$ cat src/rtl/tgd_pkg.sv
// Shared types, codes and constants for the twist gesture detector.
// Used by the controller, the datapath and the top level; no dependencies.
`timescale 1ns / 1ps

package tgd_pkg;

   localparam int CORDIC_STEPS = 16;
   localparam int ITER_W       = 4;
   localparam int ANGLE_LIMIT  = 11520;
   localparam int ONE_UNIT     = 256;
   localparam int TRIM_LIMIT   = 21;
   localparam int SAT_MAX      = 255;

   // transaction op codes
   localparam logic OP_ACCEL  = 1'b0;
   localparam logic OP_ORIENT = 1'b1;

   // orientation codes
   localparam logic [2:0] ORI_TOP_DOWN  = 3'd2;
   localparam logic [2:0] ORI_LEFT_UP   = 3'd3;
   localparam logic [2:0] ORI_RIGHT_UP  = 3'd4;
   localparam logic [2:0] ORI_FACE_UP   = 3'd5;
   localparam logic [2:0] ORI_FACE_DOWN = 3'd6;

   // detected sign codes
   localparam logic [1:0] SIGN_ZERO = 2'd0;
   localparam logic [1:0] SIGN_POS  = 2'd1;
   localparam logic [1:0] SIGN_NEG  = 2'd2;

   // gesture codes
   localparam logic [1:0] GEST_NONE  = 2'd0;
   localparam logic [1:0] GEST_LEFT  = 2'd1;
   localparam logic [1:0] GEST_RIGHT = 2'd2;

   // register indexes
   localparam logic [2:0] CSR_MIN_ANGLE    = 3'd0;
   localparam logic [2:0] CSR_DETECT_ANGLE = 3'd1;
   localparam logic [2:0] CSR_RETURN_ANGLE = 3'd2;
   localparam logic [2:0] CSR_Z_RESET      = 3'd3;
   localparam logic [2:0] CSR_X_MIN        = 3'd4;

   typedef struct packed {
      logic [13:0] min_angle;
      logic [13:0] detect_angle;
      logic [13:0] return_angle;
      logic [14:0] z_reset_limit;
      logic [14:0] x_min;
   } cfg_type;

   typedef struct packed {
      logic load;
      logic prod;
      logic sqrt_step;
      logic cord_step;
      logic eval;
      logic check;
      logic walk;
      logic post;
      logic rsp_load;
   } cmd_type;

   typedef struct packed {
      logic is_orient;
      logic acc_skip;
      logic iter_last;
      logic chk_pend;
      logic need_walk;
      logic walk_done;
      logic rsp_busy;
   } sts_type;

   // atan(2^-i) in 2^-16 degree
   function automatic logic [21:0] atan_entry(input logic [ITER_W-1:0] i);
      logic [21:0] v;
      case (i)
         4'd0:  v = 22'd2949120;
         4'd1:  v = 22'd1740967;
         4'd2:  v = 22'd919879;
         4'd3:  v = 22'd466945;
         4'd4:  v = 22'd234379;
         4'd5:  v = 22'd117304;
         4'd6:  v = 22'd58666;
         4'd7:  v = 22'd29335;
         4'd8:  v = 22'd14668;
         4'd9:  v = 22'd7334;
         4'd10: v = 22'd3667;
         4'd11: v = 22'd1833;
         4'd12: v = 22'd917;
         4'd13: v = 22'd458;
         4'd14: v = 22'd229;
         4'd15: v = 22'd115;
      endcase
      return v;
   endfunction

endpackage

$ cat src/rtl/twist_gesture_detector_unit.sv
// Top level of the twist gesture detector: configuration registers and assertions.
// Depends on tgd_pkg, tgd_ctrl and tgd_datapath.
`timescale 1ns / 1ps

// Twist gesture detector. Each req transaction is either an accelerometer sample
// (op 0, x/y/z in 1/256 m/s^2) or an orientation event (op 1), and yields exactly
// one rsp transaction carrying the gesture code (none, twist left, twist right).
// The block works on one transaction at a time; req_stall stays high from accept
// until the result has been moved into the output register. An accelerometer
// sample runs a digit-by-digit square root of y^2+z^2, then 16 CORDIC vectoring
// iterations for the tilt angle, then evaluation, a buffer walk when needed and
// the update. When a twist check falls through to the x-swing heuristic, the
// buffered samples are read back one per cycle from the sample memory.
// Orientation events skip the square root and CORDIC and go straight to
// evaluation, plus the same walk when one is needed. A sample before the first
// orientation event goes straight to the response. The output register lets the
// next transaction be accepted while a result is still held by a stalled consumer.
// The sample buffer is a circular memory with a head pointer and a fill count, so
// no clearing pass is needed after reset. Configuration is written through the
// csr port (always ready) and must only be written while the block is idle.

module twist_gesture_detector_unit #(
   parameter int SAMPLE_DEPTH = 32
) (
   input  logic               clock,
   input  logic               reset,
   // configuration
   input  logic               csr_valid,
   output logic               csr_ready,
   input  logic [2:0]         csr_index,
   input  logic [14:0]        csr_data,
   // request channel
   input  logic               req_valid,
   output logic               req_stall,
   input  logic               req_op,
   input  logic signed [15:0] req_accel_x,
   input  logic signed [15:0] req_accel_y,
   input  logic signed [15:0] req_accel_z,
   input  logic [2:0]         req_orientation,
   // response channel
   output logic               rsp_valid,
   input  logic               rsp_stall,
   output logic [1:0]         rsp_gesture
);

   tgd_pkg::cfg_type cfg_ff, cfg_in;
   tgd_pkg::cmd_type cmd;
   tgd_pkg::sts_type sts;
   logic             idle;
   logic             req_fire;

   // config registers; indexes past the list are ignored
   always_comb begin
      cfg_in = cfg_ff;
      if (csr_valid && csr_ready) begin
         unique case (csr_index)
            tgd_pkg::CSR_MIN_ANGLE:    cfg_in.min_angle     = csr_data[13:0];
            tgd_pkg::CSR_DETECT_ANGLE: cfg_in.detect_angle  = csr_data[13:0];
            tgd_pkg::CSR_RETURN_ANGLE: cfg_in.return_angle  = csr_data[13:0];
            tgd_pkg::CSR_Z_RESET:      cfg_in.z_reset_limit = csr_data;
            tgd_pkg::CSR_X_MIN:        cfg_in.x_min         = csr_data;
            default:                   cfg_in = cfg_ff;
         endcase
      end
   end

   always_ff @(posedge clock) begin
      if (reset) begin
         cfg_ff.min_angle     <= 14'd256;   // 2 degrees
         cfg_ff.detect_angle  <= 14'd3840;  // 30 degrees
         cfg_ff.return_angle  <= 14'd3200;  // 25 degrees
         cfg_ff.z_reset_limit <= 15'd3840;  // 15 m/s^2
         cfg_ff.x_min         <= 15'd256;   // 1 m/s^2
      end else begin
         cfg_ff <= cfg_in;
      end
   end

   assign csr_ready = 1'b1;
   assign req_stall = !idle;
   assign req_fire  = req_valid && !req_stall;

   tgd_ctrl u_ctrl (
      .clock    (clock),
      .reset    (reset),
      .req_fire (req_fire),
      .sts      (sts),
      .cmd      (cmd),
      .idle     (idle)
   );

   tgd_datapath #(
      .SAMPLE_DEPTH (SAMPLE_DEPTH)
   ) u_dp (
      .clock           (clock),
      .reset           (reset),
      .cfg             (cfg_ff),
      .cmd             (cmd),
      .sts             (sts),
      .req_op          (req_op),
      .req_accel_x     (req_accel_x),
      .req_accel_y     (req_accel_y),
      .req_accel_z     (req_accel_z),
      .req_orientation (req_orientation),
      .rsp_stall       (rsp_stall),
      .rsp_valid       (rsp_valid),
      .rsp_gesture     (rsp_gesture)
   );

   // one transaction in flight: an accept closes the request side
   a_busy_after_accept: assert property (@(posedge clock) disable iff (reset)
      req_fire |=> req_stall)
      else $error("request side open right after accept");

   // the controller never issues two commands at once
   a_cmd_exclusive: assert property (@(posedge clock) disable iff (reset)
      $onehot0({cmd.load, cmd.prod, cmd.sqrt_step, cmd.cord_step, cmd.eval,
                cmd.check, cmd.walk, cmd.post, cmd.rsp_load}))
      else $error("overlapping datapath commands");

   // a result load always shows up on the port
   a_rsp_after_load: assert property (@(posedge clock) disable iff (reset)
      cmd.rsp_load |=> rsp_valid && rsp_gesture != 2'd3)
      else $error("result load lost or bad gesture code");

endmodule

$ cat src/rtl/tgd_ctrl.sv
// Sequencing state machine for the twist gesture detector.
// Depends on tgd_pkg for the command and status structs.
`timescale 1ns / 1ps

module tgd_ctrl (
   input  logic             clock,
   input  logic             reset,
   input  logic             req_fire,
   input  tgd_pkg::sts_type sts,
   output tgd_pkg::cmd_type cmd,
   output logic             idle
);

   typedef enum logic [8:0] {
      ST_IDLE = 9'b000000001,
      ST_PROD = 9'b000000010,
      ST_SQRT = 9'b000000100,
      ST_CORD = 9'b000001000,
      ST_EVAL = 9'b000010000,
      ST_CHK  = 9'b000100000,
      ST_WALK = 9'b001000000,
      ST_POST = 9'b010000000,
      ST_OUT  = 9'b100000000
   } state_type;

   state_type state_ff, state_in;

   always_comb begin
      state_in = state_ff;
      cmd      = '0;
      unique case (state_ff)
         ST_IDLE: begin
            if (req_fire) begin
               cmd.load = 1'b1;
               if (sts.is_orient)
                  state_in = ST_EVAL;
               else if (sts.acc_skip)
                  state_in = ST_OUT;
               else
                  state_in = ST_PROD;
            end
         end
         ST_PROD: begin
            cmd.prod = 1'b1;
            state_in = ST_SQRT;
         end
         ST_SQRT: begin
            cmd.sqrt_step = 1'b1;
            if (sts.iter_last)
               state_in = ST_CORD;
         end
         ST_CORD: begin
            cmd.cord_step = 1'b1;
            if (sts.iter_last)
               state_in = ST_EVAL;
         end
         ST_EVAL: begin
            cmd.eval = 1'b1;
            state_in = ST_CHK;
         end
         ST_CHK: begin
            cmd.check = 1'b1;
            if (sts.chk_pend && sts.need_walk)
               state_in = ST_WALK;
            else
               state_in = ST_POST;
         end
         ST_WALK: begin
            cmd.walk = 1'b1;
            if (sts.walk_done)
               state_in = ST_POST;
         end
         ST_POST: begin
            cmd.post = 1'b1;
            state_in = ST_OUT;
         end
         ST_OUT: begin
            if (!sts.rsp_busy) begin
               cmd.rsp_load = 1'b1;
               state_in     = ST_IDLE;
            end
         end
         default: state_in = ST_IDLE;
      endcase
   end

   assign idle = (state_ff == ST_IDLE);

   always_ff @(posedge clock) begin
      if (reset)
         state_ff <= ST_IDLE;
      else
         state_ff <= state_in;
   end

endmodule

$ cat src/rtl/tgd_datapath.sv
// Datapath: sqrt and CORDIC units, tracker state, sample buffer, result register.
// Depends on tgd_pkg; driven by tgd_ctrl commands.
`timescale 1ns / 1ps

module tgd_datapath #(
   parameter int SAMPLE_DEPTH = 32
) (
   input  logic                clock,
   input  logic                reset,
   input  tgd_pkg::cfg_type    cfg,
   input  tgd_pkg::cmd_type    cmd,
   output tgd_pkg::sts_type    sts,
   input  logic                req_op,
   input  logic signed [15:0]  req_accel_x,
   input  logic signed [15:0]  req_accel_y,
   input  logic signed [15:0]  req_accel_z,
   input  logic [2:0]          req_orientation,
   input  logic                rsp_stall,
   output logic                rsp_valid,
   output logic [1:0]          rsp_gesture
);

   localparam int AW = $clog2(SAMPLE_DEPTH);
   localparam int CW = $clog2(SAMPLE_DEPTH + 1);
   localparam int SW = AW + 1;

   // latched transaction
   logic               op_ff, op_in;
   logic signed [15:0] x_ff, x_in, y_ff, y_in, z_ff, z_in;
   logic [2:0]         ori_ff, ori_in;

   // tracker state
   logic               seen_ff, seen_in;
   logic [2:0]         hist_ff [3];
   logic [2:0]         hist_in [3];
   logic [1:0]         ocnt_ff, ocnt_in;
   logic               detect_ff, detect_in, check_ff, check_in;
   logic [7:0]         rise_ff, rise_in, fall_ff, fall_in;
   logic signed [14:0] prev_ff, prev_in;
   logic [1:0]         sign_ff, sign_in;
   logic [AW-1:0]      head_ff, head_in;
   logic [CW-1:0]      cnt_ff, cnt_in;
   logic               chk_pend_ff, chk_pend_in;
   logic [1:0]         g_ff, g_in;

   // sqrt / cordic
   logic [tgd_pkg::ITER_W-1:0] iter_ff, iter_in;
   logic [31:0]        rem_ff, rem_in, res_ff, res_in;
   logic signed [26:0] vx_ff, vx_in, vy_ff, vy_in;
   logic signed [24:0] acc_ff, acc_in;

   // buffer walk
   logic [CW-1:0]      wk_idx_ff, wk_idx_in;
   logic               wk_pend_ff, wk_pend_in;
   logic               spin_ff, spin_in, ok_ff, ok_in;
   logic signed [7:0]  lastx_ff, lastx_in;

   // result register
   logic               rsp_valid_ff, rsp_valid_in;
   logic [1:0]         rsp_gesture_ff, rsp_gesture_in;

   // sample memory
   logic [31:0]        sample_mem [SAMPLE_DEPTH];
   logic [31:0]        rd_data_ff;
   logic               mem_we, mem_re;
   logic [AW-1:0]      mem_wa, mem_ra;
   logic [31:0]        mem_wd;

   // combinational helpers
   logic signed [31:0] prod_y, prod_z;
   logic [31:0]        sq_bit;
   logic [32:0]        sq_trial;
   logic signed [26:0] cd_dx, cd_dy;
   logic signed [24:0] cd_tab;
   logic signed [25:0] acc_rnd;
   logic signed [16:0] acc_q;
   logic signed [14:0] ang;
   logic [13:0]        mag;
   logic               a_pos, a_neg, p_pos, p_neg, a_gt, a_lt;
   logic [15:0]        abs_x, abs_z;
   logic               orule, low_counts, high_counts;
   logic [1:0]         mid_sign;
   logic [SW-1:0]      wsum, rsum;
   logic signed [15:0] sx;
   logic signed [16:0] sx_ext, abs_sx, sx_bias;
   logic signed [17:0] lx_ext, d_up, d_down;
   logic               skip, clr, walk_done;

   always_comb begin
      // sqrt and cordic step terms
      prod_y   = y_ff * y_ff;
      prod_z   = z_ff * z_ff;
      sq_bit   = 32'd1 << {~iter_ff, 1'b0};
      sq_trial = {1'b0, res_ff} + {1'b0, sq_bit};
      cd_dx    = vy_ff >>> iter_ff;
      cd_dy    = vx_ff >>> iter_ff;
      cd_tab   = $signed({3'b000, tgd_pkg::atan_entry(iter_ff)});

      // angle rounding and clamp
      acc_rnd = {acc_ff[24], acc_ff} + 26'sd256;
      acc_q   = acc_rnd[25:9];
      if (x_ff == 16'sd0)
         ang = '0;
      else if (acc_q > 17'sd11520)
         ang = 15'sd11520;
      else if (acc_q < -17'sd11520)
         ang = -15'sd11520;
      else
         ang = acc_q[14:0];
      mag   = ang[14] ? 14'(-ang) : ang[13:0];
      a_neg = ang[14];
      a_pos = !ang[14] && (ang != 15'sd0);
      p_neg = prev_ff[14];
      p_pos = !prev_ff[14] && (prev_ff != 15'sd0);
      a_gt  = ang > prev_ff;
      a_lt  = ang < prev_ff;
      abs_x = x_ff[15] ? (~x_ff + 16'd1) : x_ff;
      abs_z = z_ff[15] ? (~z_ff + 16'd1) : z_ff;

      // check rules
      orule       = (ocnt_ff == 2'd3) && (hist_ff[0] == hist_ff[2]) &&
                    (hist_ff[1] == tgd_pkg::ORI_LEFT_UP ||
                     hist_ff[1] == tgd_pkg::ORI_RIGHT_UP);
      low_counts  = (rise_ff < 8'd1) || (fall_ff < 8'd3);
      high_counts = (rise_ff > 8'd6) && (fall_ff > 8'd4);
      mid_sign    = (hist_ff[1] == tgd_pkg::ORI_RIGHT_UP) ? tgd_pkg::SIGN_POS
                                                          : tgd_pkg::SIGN_NEG;

      // circular buffer addressing
      wsum = SW'(head_ff) + SW'(cnt_ff);
      if (wsum >= SW'(SAMPLE_DEPTH))
         wsum = wsum - SW'(SAMPLE_DEPTH);
      rsum = SW'(head_ff) + SW'(wk_idx_ff);
      if (rsum >= SW'(SAMPLE_DEPTH))
         rsum = rsum - SW'(SAMPLE_DEPTH);

      // walk terms
      sx      = $signed(rd_data_ff[15:0]);
      sx_ext  = {sx[15], sx};
      abs_sx  = sx[15] ? -sx_ext : sx_ext;
      skip    = !spin_ff && (abs_sx < 17'sd256);
      lx_ext  = {{2{lastx_ff[7]}}, lastx_ff, 8'b0};
      d_up    = {sx_ext[16], sx_ext} - lx_ext;
      d_down  = lx_ext - {sx_ext[16], sx_ext};
      sx_bias = sx_ext + (sx[15] ? 17'sd255 : 17'sd0);
      walk_done = (wk_idx_ff == cnt_ff) && !wk_pend_ff;
   end

   always_comb begin
      op_in = op_ff; x_in = x_ff; y_in = y_ff; z_in = z_ff; ori_in = ori_ff;
      seen_in = seen_ff; hist_in = hist_ff; ocnt_in = ocnt_ff;
      detect_in = detect_ff; check_in = check_ff;
      rise_in = rise_ff; fall_in = fall_ff; prev_in = prev_ff; sign_in = sign_ff;
      head_in = head_ff; cnt_in = cnt_ff; chk_pend_in = chk_pend_ff; g_in = g_ff;
      iter_in = iter_ff; rem_in = rem_ff; res_in = res_ff;
      vx_in = vx_ff; vy_in = vy_ff; acc_in = acc_ff;
      wk_idx_in = wk_idx_ff; wk_pend_in = 1'b0;
      spin_in = spin_ff; ok_in = ok_ff; lastx_in = lastx_ff;
      mem_we = 1'b0; mem_re = 1'b0;
      mem_wa = wsum[AW-1:0]; mem_ra = rsum[AW-1:0];
      mem_wd = {z_ff, x_ff};
      clr = 1'b0;

      if (cmd.load) begin
         op_in  = req_op;
         x_in   = req_accel_x;
         y_in   = req_accel_y;
         z_in   = req_accel_z;
         ori_in = req_orientation;
         g_in   = tgd_pkg::GEST_NONE;
         if (req_op == tgd_pkg::OP_ORIENT) begin
            seen_in = 1'b1;
         end else if (seen_ff && !detect_ff && !check_ff &&
                      cnt_ff > CW'(tgd_pkg::TRIM_LIMIT)) begin
            // drop the oldest buffered sample
            head_in = (head_ff == AW'(SAMPLE_DEPTH - 1)) ? '0 : head_ff + 1'b1;
            cnt_in  = cnt_ff - 1'b1;
         end
      end

      if (cmd.prod) begin
         rem_in  = $unsigned(prod_y) + $unsigned(prod_z);
         res_in  = '0;
         iter_in = '0;
      end

      if (cmd.sqrt_step) begin
         if ({1'b0, rem_ff} >= sq_trial) begin
            rem_in = rem_ff - sq_trial[31:0];
            res_in = (res_ff >> 1) + sq_bit;
         end else begin
            res_in = res_ff >> 1;
         end
         iter_in = iter_ff + 1'b1;
         // seed the CORDIC with the finished root
         vx_in  = $signed({3'b000, res_in[15:0], 8'b0});
         vy_in  = $signed({{3{x_ff[15]}}, x_ff, 8'b0});
         acc_in = '0;
      end

      if (cmd.cord_step) begin
         if (!vy_ff[26]) begin
            vx_in  = vx_ff + cd_dx;
            vy_in  = vy_ff - cd_dy;
            acc_in = acc_ff + cd_tab;
         end else begin
            vx_in  = vx_ff - cd_dx;
            vy_in  = vy_ff + cd_dy;
            acc_in = acc_ff - cd_tab;
         end
         iter_in = iter_ff + 1'b1;
      end

      if (cmd.eval) begin
         if (op_ff == tgd_pkg::OP_ACCEL) begin
            if (mag > cfg.min_angle) begin
               if (detect_ff) begin
                  if ((a_pos && a_lt) || (a_neg && a_gt)) begin
                     if (fall_ff != 8'(tgd_pkg::SAT_MAX))
                        fall_in = fall_ff + 1'b1;
                  end else if (fall_ff != 8'd0) begin
                     fall_in = fall_ff - 1'b1;
                  end
               end
               if (!detect_ff && ((a_pos && a_gt) || (a_neg && a_lt)) &&
                   ((a_pos && p_pos) || (a_neg && p_neg))) begin
                  if (rise_ff != 8'(tgd_pkg::SAT_MAX))
                     rise_in = rise_ff + 1'b1;
               end else if (!detect_ff && rise_ff > 8'd3 && mag > cfg.detect_angle) begin
                  fall_in   = '0;
                  detect_in = 1'b1;
                  if (y_ff > 16'sd0)
                     sign_in = tgd_pkg::SIGN_POS;
                  else if (y_ff < 16'sd0)
                     sign_in = tgd_pkg::SIGN_NEG;
                  else
                     sign_in = tgd_pkg::SIGN_ZERO;
               end
            end else begin
               rise_in = '0;
            end
            prev_in     = ang;
            chk_pend_in = detect_in && (fall_in >= 8'd4) && (mag < cfg.return_angle);
         end else begin
            case (ocnt_ff)
               2'd0: begin
                  hist_in[0] = ori_ff;
                  ocnt_in    = 2'd1;
               end
               2'd1: begin
                  hist_in[1] = ori_ff;
                  ocnt_in    = 2'd2;
               end
               2'd2: begin
                  hist_in[2] = ori_ff;
                  ocnt_in    = 2'd3;
               end
               default: begin
                  hist_in[0] = hist_ff[1];
                  hist_in[1] = hist_ff[2];
                  hist_in[2] = ori_ff;
                  ocnt_in    = 2'd3;
               end
            endcase
            chk_pend_in = (ocnt_in == 2'd3) && (hist_in[2] == tgd_pkg::ORI_FACE_UP) &&
                          (hist_in[1] == tgd_pkg::ORI_RIGHT_UP ||
                           hist_in[1] == tgd_pkg::ORI_LEFT_UP);
         end
      end

      if (cmd.check && chk_pend_ff) begin
         check_in = 1'b1;
         if (sign_ff == tgd_pkg::SIGN_NEG) begin
            clr = 1'b1;
         end else if (ocnt_ff < 2'd2) begin
            clr = 1'b0;
         end else if (orule || (!low_counts && high_counts)) begin
            sign_in = mid_sign;
            g_in    = (mid_sign == tgd_pkg::SIGN_POS) ? tgd_pkg::GEST_LEFT
                                                      : tgd_pkg::GEST_RIGHT;
            clr     = 1'b1;
         end else if (!low_counts) begin
            wk_idx_in = '0;
            spin_in   = 1'b0;
            ok_in     = 1'b0;
            lastx_in  = '0;
         end
      end

      if (cmd.walk) begin
         if (wk_idx_ff != cnt_ff) begin
            mem_re     = 1'b1;
            wk_idx_in  = wk_idx_ff + 1'b1;
            wk_pend_in = 1'b1;
         end
         if (wk_pend_ff && !skip) begin
            if (!rd_data_ff[31])
               ok_in = (!spin_ff && d_up > 18'sd256) || (spin_ff && d_down > 18'sd256);
            else if (!spin_ff)
               spin_in = 1'b1;
            lastx_in = sx_bias[15:8];
         end
         if (walk_done) begin
            if (ok_ff)
               g_in = (sign_ff == tgd_pkg::SIGN_POS) ? tgd_pkg::GEST_LEFT
                                                     : tgd_pkg::GEST_RIGHT;
            clr = 1'b1;
         end
      end

      if (cmd.post) begin
         if (op_ff == tgd_pkg::OP_ACCEL) begin
            if (abs_x > {1'b0, cfg.x_min} && cnt_ff < CW'(SAMPLE_DEPTH)) begin
               mem_we = 1'b1;
               cnt_in = cnt_ff + 1'b1;
            end
            if (abs_z > {1'b0, cfg.z_reset_limit})
               clr = 1'b1;
         end else if (ori_ff == tgd_pkg::ORI_TOP_DOWN || ori_ff == tgd_pkg::ORI_FACE_DOWN) begin
            clr = 1'b1;
         end
      end

      if (clr) begin
         detect_in = 1'b0;
         check_in  = 1'b0;
         cnt_in    = '0;
         rise_in   = '0;
         fall_in   = '0;
         prev_in   = '0;
      end
   end

   // result register
   always_comb begin
      rsp_valid_in   = rsp_valid_ff;
      rsp_gesture_in = rsp_gesture_ff;
      if (cmd.rsp_load) begin
         rsp_valid_in   = 1'b1;
         rsp_gesture_in = g_ff;
      end else if (rsp_valid_ff && !rsp_stall) begin
         rsp_valid_in = 1'b0;
      end
   end

   always_ff @(posedge clock) begin
      if (reset) begin
         seen_ff      <= 1'b0;
         hist_ff      <= '{default: '0};
         ocnt_ff      <= '0;
         detect_ff    <= 1'b0;
         check_ff     <= 1'b0;
         rise_ff      <= '0;
         fall_ff      <= '0;
         prev_ff      <= '0;
         sign_ff      <= tgd_pkg::SIGN_ZERO;
         head_ff      <= '0;
         cnt_ff       <= '0;
         chk_pend_ff  <= 1'b0;
         wk_idx_ff    <= '0;
         wk_pend_ff   <= 1'b0;
         iter_ff      <= '0;
         rsp_valid_ff <= 1'b0;
      end else begin
         seen_ff      <= seen_in;
         hist_ff      <= hist_in;
         ocnt_ff      <= ocnt_in;
         detect_ff    <= detect_in;
         check_ff     <= check_in;
         rise_ff      <= rise_in;
         fall_ff      <= fall_in;
         prev_ff      <= prev_in;
         sign_ff      <= sign_in;
         head_ff      <= head_in;
         cnt_ff       <= cnt_in;
         chk_pend_ff  <= chk_pend_in;
         wk_idx_ff    <= wk_idx_in;
         wk_pend_ff   <= wk_pend_in;
         iter_ff      <= iter_in;
         rsp_valid_ff <= rsp_valid_in;
      end
   end

   always_ff @(posedge clock) begin
      op_ff          <= op_in;
      x_ff           <= x_in;
      y_ff           <= y_in;
      z_ff           <= z_in;
      ori_ff         <= ori_in;
      g_ff           <= g_in;
      rem_ff         <= rem_in;
      res_ff         <= res_in;
      vx_ff          <= vx_in;
      vy_ff          <= vy_in;
      acc_ff         <= acc_in;
      spin_ff        <= spin_in;
      ok_ff          <= ok_in;
      lastx_ff       <= lastx_in;
      rsp_gesture_ff <= rsp_gesture_in;
   end

   always_ff @(posedge clock) begin
      if (mem_we)
         sample_mem[mem_wa] <= mem_wd;
      if (mem_re)
         rd_data_ff <= sample_mem[mem_ra];
   end

   assign sts.is_orient = (req_op == tgd_pkg::OP_ORIENT);
   assign sts.acc_skip  = (req_op == tgd_pkg::OP_ACCEL) && !seen_ff;
   assign sts.iter_last = (iter_ff == tgd_pkg::ITER_W'(tgd_pkg::CORDIC_STEPS - 1));
   assign sts.chk_pend  = chk_pend_ff;
   assign sts.need_walk = (sign_ff != tgd_pkg::SIGN_NEG) && (ocnt_ff >= 2'd2) &&
                          !orule && !low_counts && !high_counts;
   assign sts.walk_done = walk_done;
   assign sts.rsp_busy  = rsp_valid_ff && rsp_stall;

   assign rsp_valid   = rsp_valid_ff;
   assign rsp_gesture = rsp_gesture_ff;

endmodule

$ cat config.mk
export PLATFORM = sky130hd
export DESIGN_NAME = twist_gesture_detector_unit
export DESIGN_NICKNAME = d
export VERILOG_FILES = /design/src/rtl/tgd_pkg.sv /design/src/rtl/twist_gesture_detector_unit.sv /design/src/rtl/tgd_ctrl.sv /design/src/rtl/tgd_datapath.sv
export SDC_FILE = /design/constraint.sdc
export NUM_CORES = 2
export LEC_CHECK = 0
export ABC_AREA = 1
export BUFFER_PORTS_ARGS = -buffer_cell sky130_fd_sc_hd__buf_2
export CAP_MARGIN = 25
export CORE_ASPECT_RATIO = 1.2
export CORE_MARGIN = 1
export CORE_UTILIZATION = 55
export CTS_BUF_LIST = sky130_fd_sc_hd__clkbuf_8
export CTS_CLUSTER_SIZE = 8
export DETAILED_ROUTE_END_ITERATION = 16
export HOLD_SLACK_MARGIN = 0.1
export PLACE_DENSITY = 0.77
export SYNTH_ARGS = -nofsm -noshare
export SYNTH_HDL_FRONTEND = slang
export SYNTH_HIERARCHICAL = 1
export SYNTH_SLANG_ARGS = --single-unit
$ cat constraint.sdc
create_clock -name clock -period 9.95 [get_ports clock]
set_input_delay 0 -clock clock [delete_from_list [all_inputs] [get_ports clock]]
set_output_delay 0 -clock clock [all_outputs]
set_load 0.02 [all_outputs]
==> metrics.log <==
[metrics] x dimension of the die: 330.7 um
[metrics] maximum number of buffers from clock root to sink: 3
[metrics] cell family with most CP delay: adder cells
[metrics] Worst EP required: 10.73 ns
[metrics] total number of vias: 56210
[metrics] I/O pin cnt: 80
[metrics] Non-Filler Cell Area, Final: 78180 um2
[metrics] max-cap check violation count: 0
[metrics] Netlist Area Pre-Place: 71330 um2
[metrics] post-synthesis instance total: 7998
[metrics] Buf/Inv on CP: 3
[metrics] Root Buffer: clkbuf_8
[metrics] via density per instance: 5.633
[metrics] largest stage delay on the critical path: 0.91 ns
[metrics] multiplexer share of the synthesized area: 0.01305
[metrics] Pre-Repair DR Iteration Count: 6
[metrics] Sum Neg Setup Slack: 0 ns
[metrics] xor-xnor portion of the synthesized cell area: 0.03659
[metrics] area growth from synthesis to final layout: 9.615%
[metrics] clock latency on the worst-skew pair: 0.90 ns
[metrics] actual slew at the worst max-slew pin: 1.071 ns
[metrics] Final period util: 0.8278
[metrics] Mean Syn Cell Area: 8.918 um2
[metrics] CTS clock-pin slew for the worst setup and hold paths: 0.06 ns
[metrics] Hold-fix buffers, CTS: 153
[metrics] ys flop type: edfxtp_1
[metrics] share of the synthesized area in compound gates (AO/OA/AOI/OAI): 0.1073
[metrics] Synth Warn #: 6
[metrics] Post-Synth Adder-Cell Area: 0.2261
[metrics] outcome: completed
[metrics] DRC marker count from the first detailed-route iteration: 5111
[metrics] main combinational cell family by area after synthesis: adder cells
[metrics] Detail Route met3 WL: 13410 um
[metrics] ratio of cells with drive above 1 in the final layout: 0.06593
[metrics] final-report max-slew violation count: 0
[metrics] maximum number of pins on one net before global-route repair: 191
[metrics] Cell Rows: 144
[metrics] final routed wirelength across all metal layers: 187300 um
[metrics] CTS Buf Count: 159
[metrics] count of buffers added by post-CTS timing repair for setup: 0
[metrics] count of nets left with antenna violations after detail routing: 0
[metrics] clock sinks: 944
[metrics] register bit total from synthesis: 944
[metrics] total setup violations reported at the end of the flow: 0
[metrics] total congestion overflow after global routing: 0
[metrics] core area: 128500 um2
[metrics] CTS tree: yes
[metrics] top layer in use: met5
[metrics] Synthesized Nets: 9044
[metrics] via count of the first global-routing pass: 56250
[metrics] Most common cell on crit path: fa_1
[metrics] Gates resized, CTS repair: 0
[metrics] met1 layer wirelength in the final routing: 73970 um
[metrics] placed instance area: 73370 um2
[metrics] headroom to the max-slew limit: 0.2839
[metrics] Fin Clk Skew: 0.05411 ns
[metrics] worst-path cell with the longest stage delay: edfxtp_1
[metrics] Starting Density: 0.5552
[metrics] global-route wire length before repair: 297900 um
[metrics] CP Capture Type: flop
[metrics] critical path arrival: 9.02 ns
[metrics] port buffer count: 78
[metrics] timing-limited maximum frequency: 121.4 MHz
[metrics] remaining design rule violation count: 0
[metrics] WS Path Type: reg -> reg
[metrics] global routing usage summed across all routing layers: 0.2888
[metrics] Die H: 396.5 um
[metrics] Critical Path Start Type: flop
[metrics] Simple-Gate Fraction of Synth Area: 0.1603
[metrics] number of synthesized flops with an enable pin: 726
[metrics] Synth async-reset ratio: 0
[metrics] sequential element share of the synthesized area: 0.3668
[metrics] Layout Nets: 9226
[metrics] half-perimeter wire length of the detailed placement result: 134900 um
[metrics] Hold WC Path Type: in -> reg
[metrics] H-tree depth: 4
[metrics] count of distinct cell types in the synthesized netlist: 72
[metrics] DIE AREA: 131100 um2
[metrics] min cycle time layout: 8.237 ns
[metrics] amount of wire on met2 after detailed routing: 91410 um
[metrics] Final Hold Fails: 0
[metrics] average detailed-routed wire length per instance: 18.77 um
[metrics] setup repair after global routing missed its margin: false
[metrics] number of antenna violations at the first check in global routing: 6
[metrics] Final GP Congestion: 0.9647
[metrics] maximum fanout along the worst path: 18
-- state kept, by name, summed over array words and instances (netlist names), 15 cells and up --
| register | flops |
|---|---|
| u_dp/y_ff | 16 |
| cfg_ff | 72 |
| u_dp/sample_mem | 544 |
| u_dp/acc_ff | 25 |
| u_dp/cd_tab | 22 |
| u_dp/rd_data_ff | 17 |
| u_dp/prev_ff | 15 |
| u_dp/rem_ff | 32 |
| u_dp/vx_ff | 27 |
| u_dp/res_ff | 32 |
| u_dp/vy_ff | 27 |
| u_dp/x_ff | 16 |
| u_dp/z_ff | 16 |
-- worst paths after layout --
| kind | start | depth (start not counted) | slack [ns] | end |
|---|---|---|---|---|
| hold reg to reg | cfg_ff[66] | 2 | 0.48 | cfg_ff[66] |
| setup reg to reg | u_dp/y_ff[4] | 28 | 1.71 | u_dp/rem_ff[29] |
| hold / removal | reset | 3 | 0.19 | u_dp/sign_ff[1] |
| setup / recovery | u_dp/y_ff[4] | 28 | 1.71 | u_dp/rem_ff[29] |
-- tightest hold or removal path, stage by stage --
cell	delay (ns)
dlygate4sd3_1	0.52
buf_2	0.41
nor3_2	0.10
-- through the flow --
| step | cells | hold slack (ns) | setup slack (ns) | utilization |
|---|---|---|---|---|
| after global routing | 9977 | 0.1522 | 1.071 | 0.6086 |
| after global placement | 9542 | 0.1759 | 1.818 | 0.5710 |
| final | 9979 | 0.1873 | 1.713 | 0.6086 |
| after detailed placement | 9543 | 0.1781 | 1.798 | 0.5712 |
| after CTS | 9974 | 0.1096 | 1.778 | 0.6082 |
| after floorplan | 7998 | 0.09887 | 2.117 | - |
-- cells in the mapped netlist (48+ instances only) --
library cell | n | area [um2]
edfxtp_1 | 726 | 21800
o221ai_1 | 83 | 727.0
dfxtp_1 | 218 | 4364
fa_1 | 530 | 10610
nor3_1 | 84 | 420.4
inv_1 | 1327 | 4981
o21ai_0 | 507 | 2537
o32ai_1 | 69 | 604.3
nand3_1 | 260 | 1301
mux2i_1 | 93 | 930.9
clkbuf_1 | 217 | 814.5
xor2_1 | 183 | 1603
xnor2_1 | 115 | 1007
nor2_1 | 811 | 3044
nand2_1 | 1379 | 5176
a21oi_1 | 368 | 1842
o21ai_1 | 48 | 240.2
ha_1 | 441 | 5518
-- routing by layer --
layer | vias to the layer above | GRT usage
li1 | 26500 | -
met1 | 27160 | 0.3621
met2 | 2135 | 0.4855
met3 | 418 | 0.05007
met4 | 2 | 0.1305
met5 | - | 0
-- logic make-up (layout without fill, tap and decap cells) --
| group | count (synthesis) | in the layout |
|---|---|---|
| AND/OR/NAND/NOR | 2727 | 2727 |
| other | 1 | 4 |
| buffers and inverters | 1661 | 1960 |
| AO/OA/AOI/OAI | 1303 | 1303 |
| multiplexers | 93 | 93 |
| flip-flops | 944 | 944 |
| adder cells (fa/ha/maj) | 971 | 971 |
| XOR/XNOR | 298 | 298 |
-- cell usage in the layout (no fill, tap or decap), types with 48 or more instances in the layout --
cell type         n
ha_1            440
inv_1          1381
xnor2_1         115
nor2_1          809
buf_4            90
o21ai_0         507
xor2_1          180
dfxtp_1         216
o32ai_1          69
o21ai_1          48
dlygate4sd3_1   153
mux2i_1          93
nand3_1         260
nand2_1        1379
clkbuf_8        174
o221ai_1         83
a21oi_1         368
buf_2            78
nor3_1           76
fa_1            529
edfxtp_1        726
-- area by class of cell --
cell class / count / area, um2
Fill cell: 10580 / 50280
Multi-Input combinational cell: 5393 / 38880
Sequential cell: 944 / 26170
Inverter: 1356 / 5096
Timing Repair Buffer: 326 / 2698
Clock buffer: 174 / 2395
Tap cell: 1679 / 2101
Clock inverter: 104 / 837.1
Antenna cell: 3 / 7.507
Power is left out: the tool's default activity adds up to more than one toggle a clock period on the data nets, which glitch-free logic cannot reach.
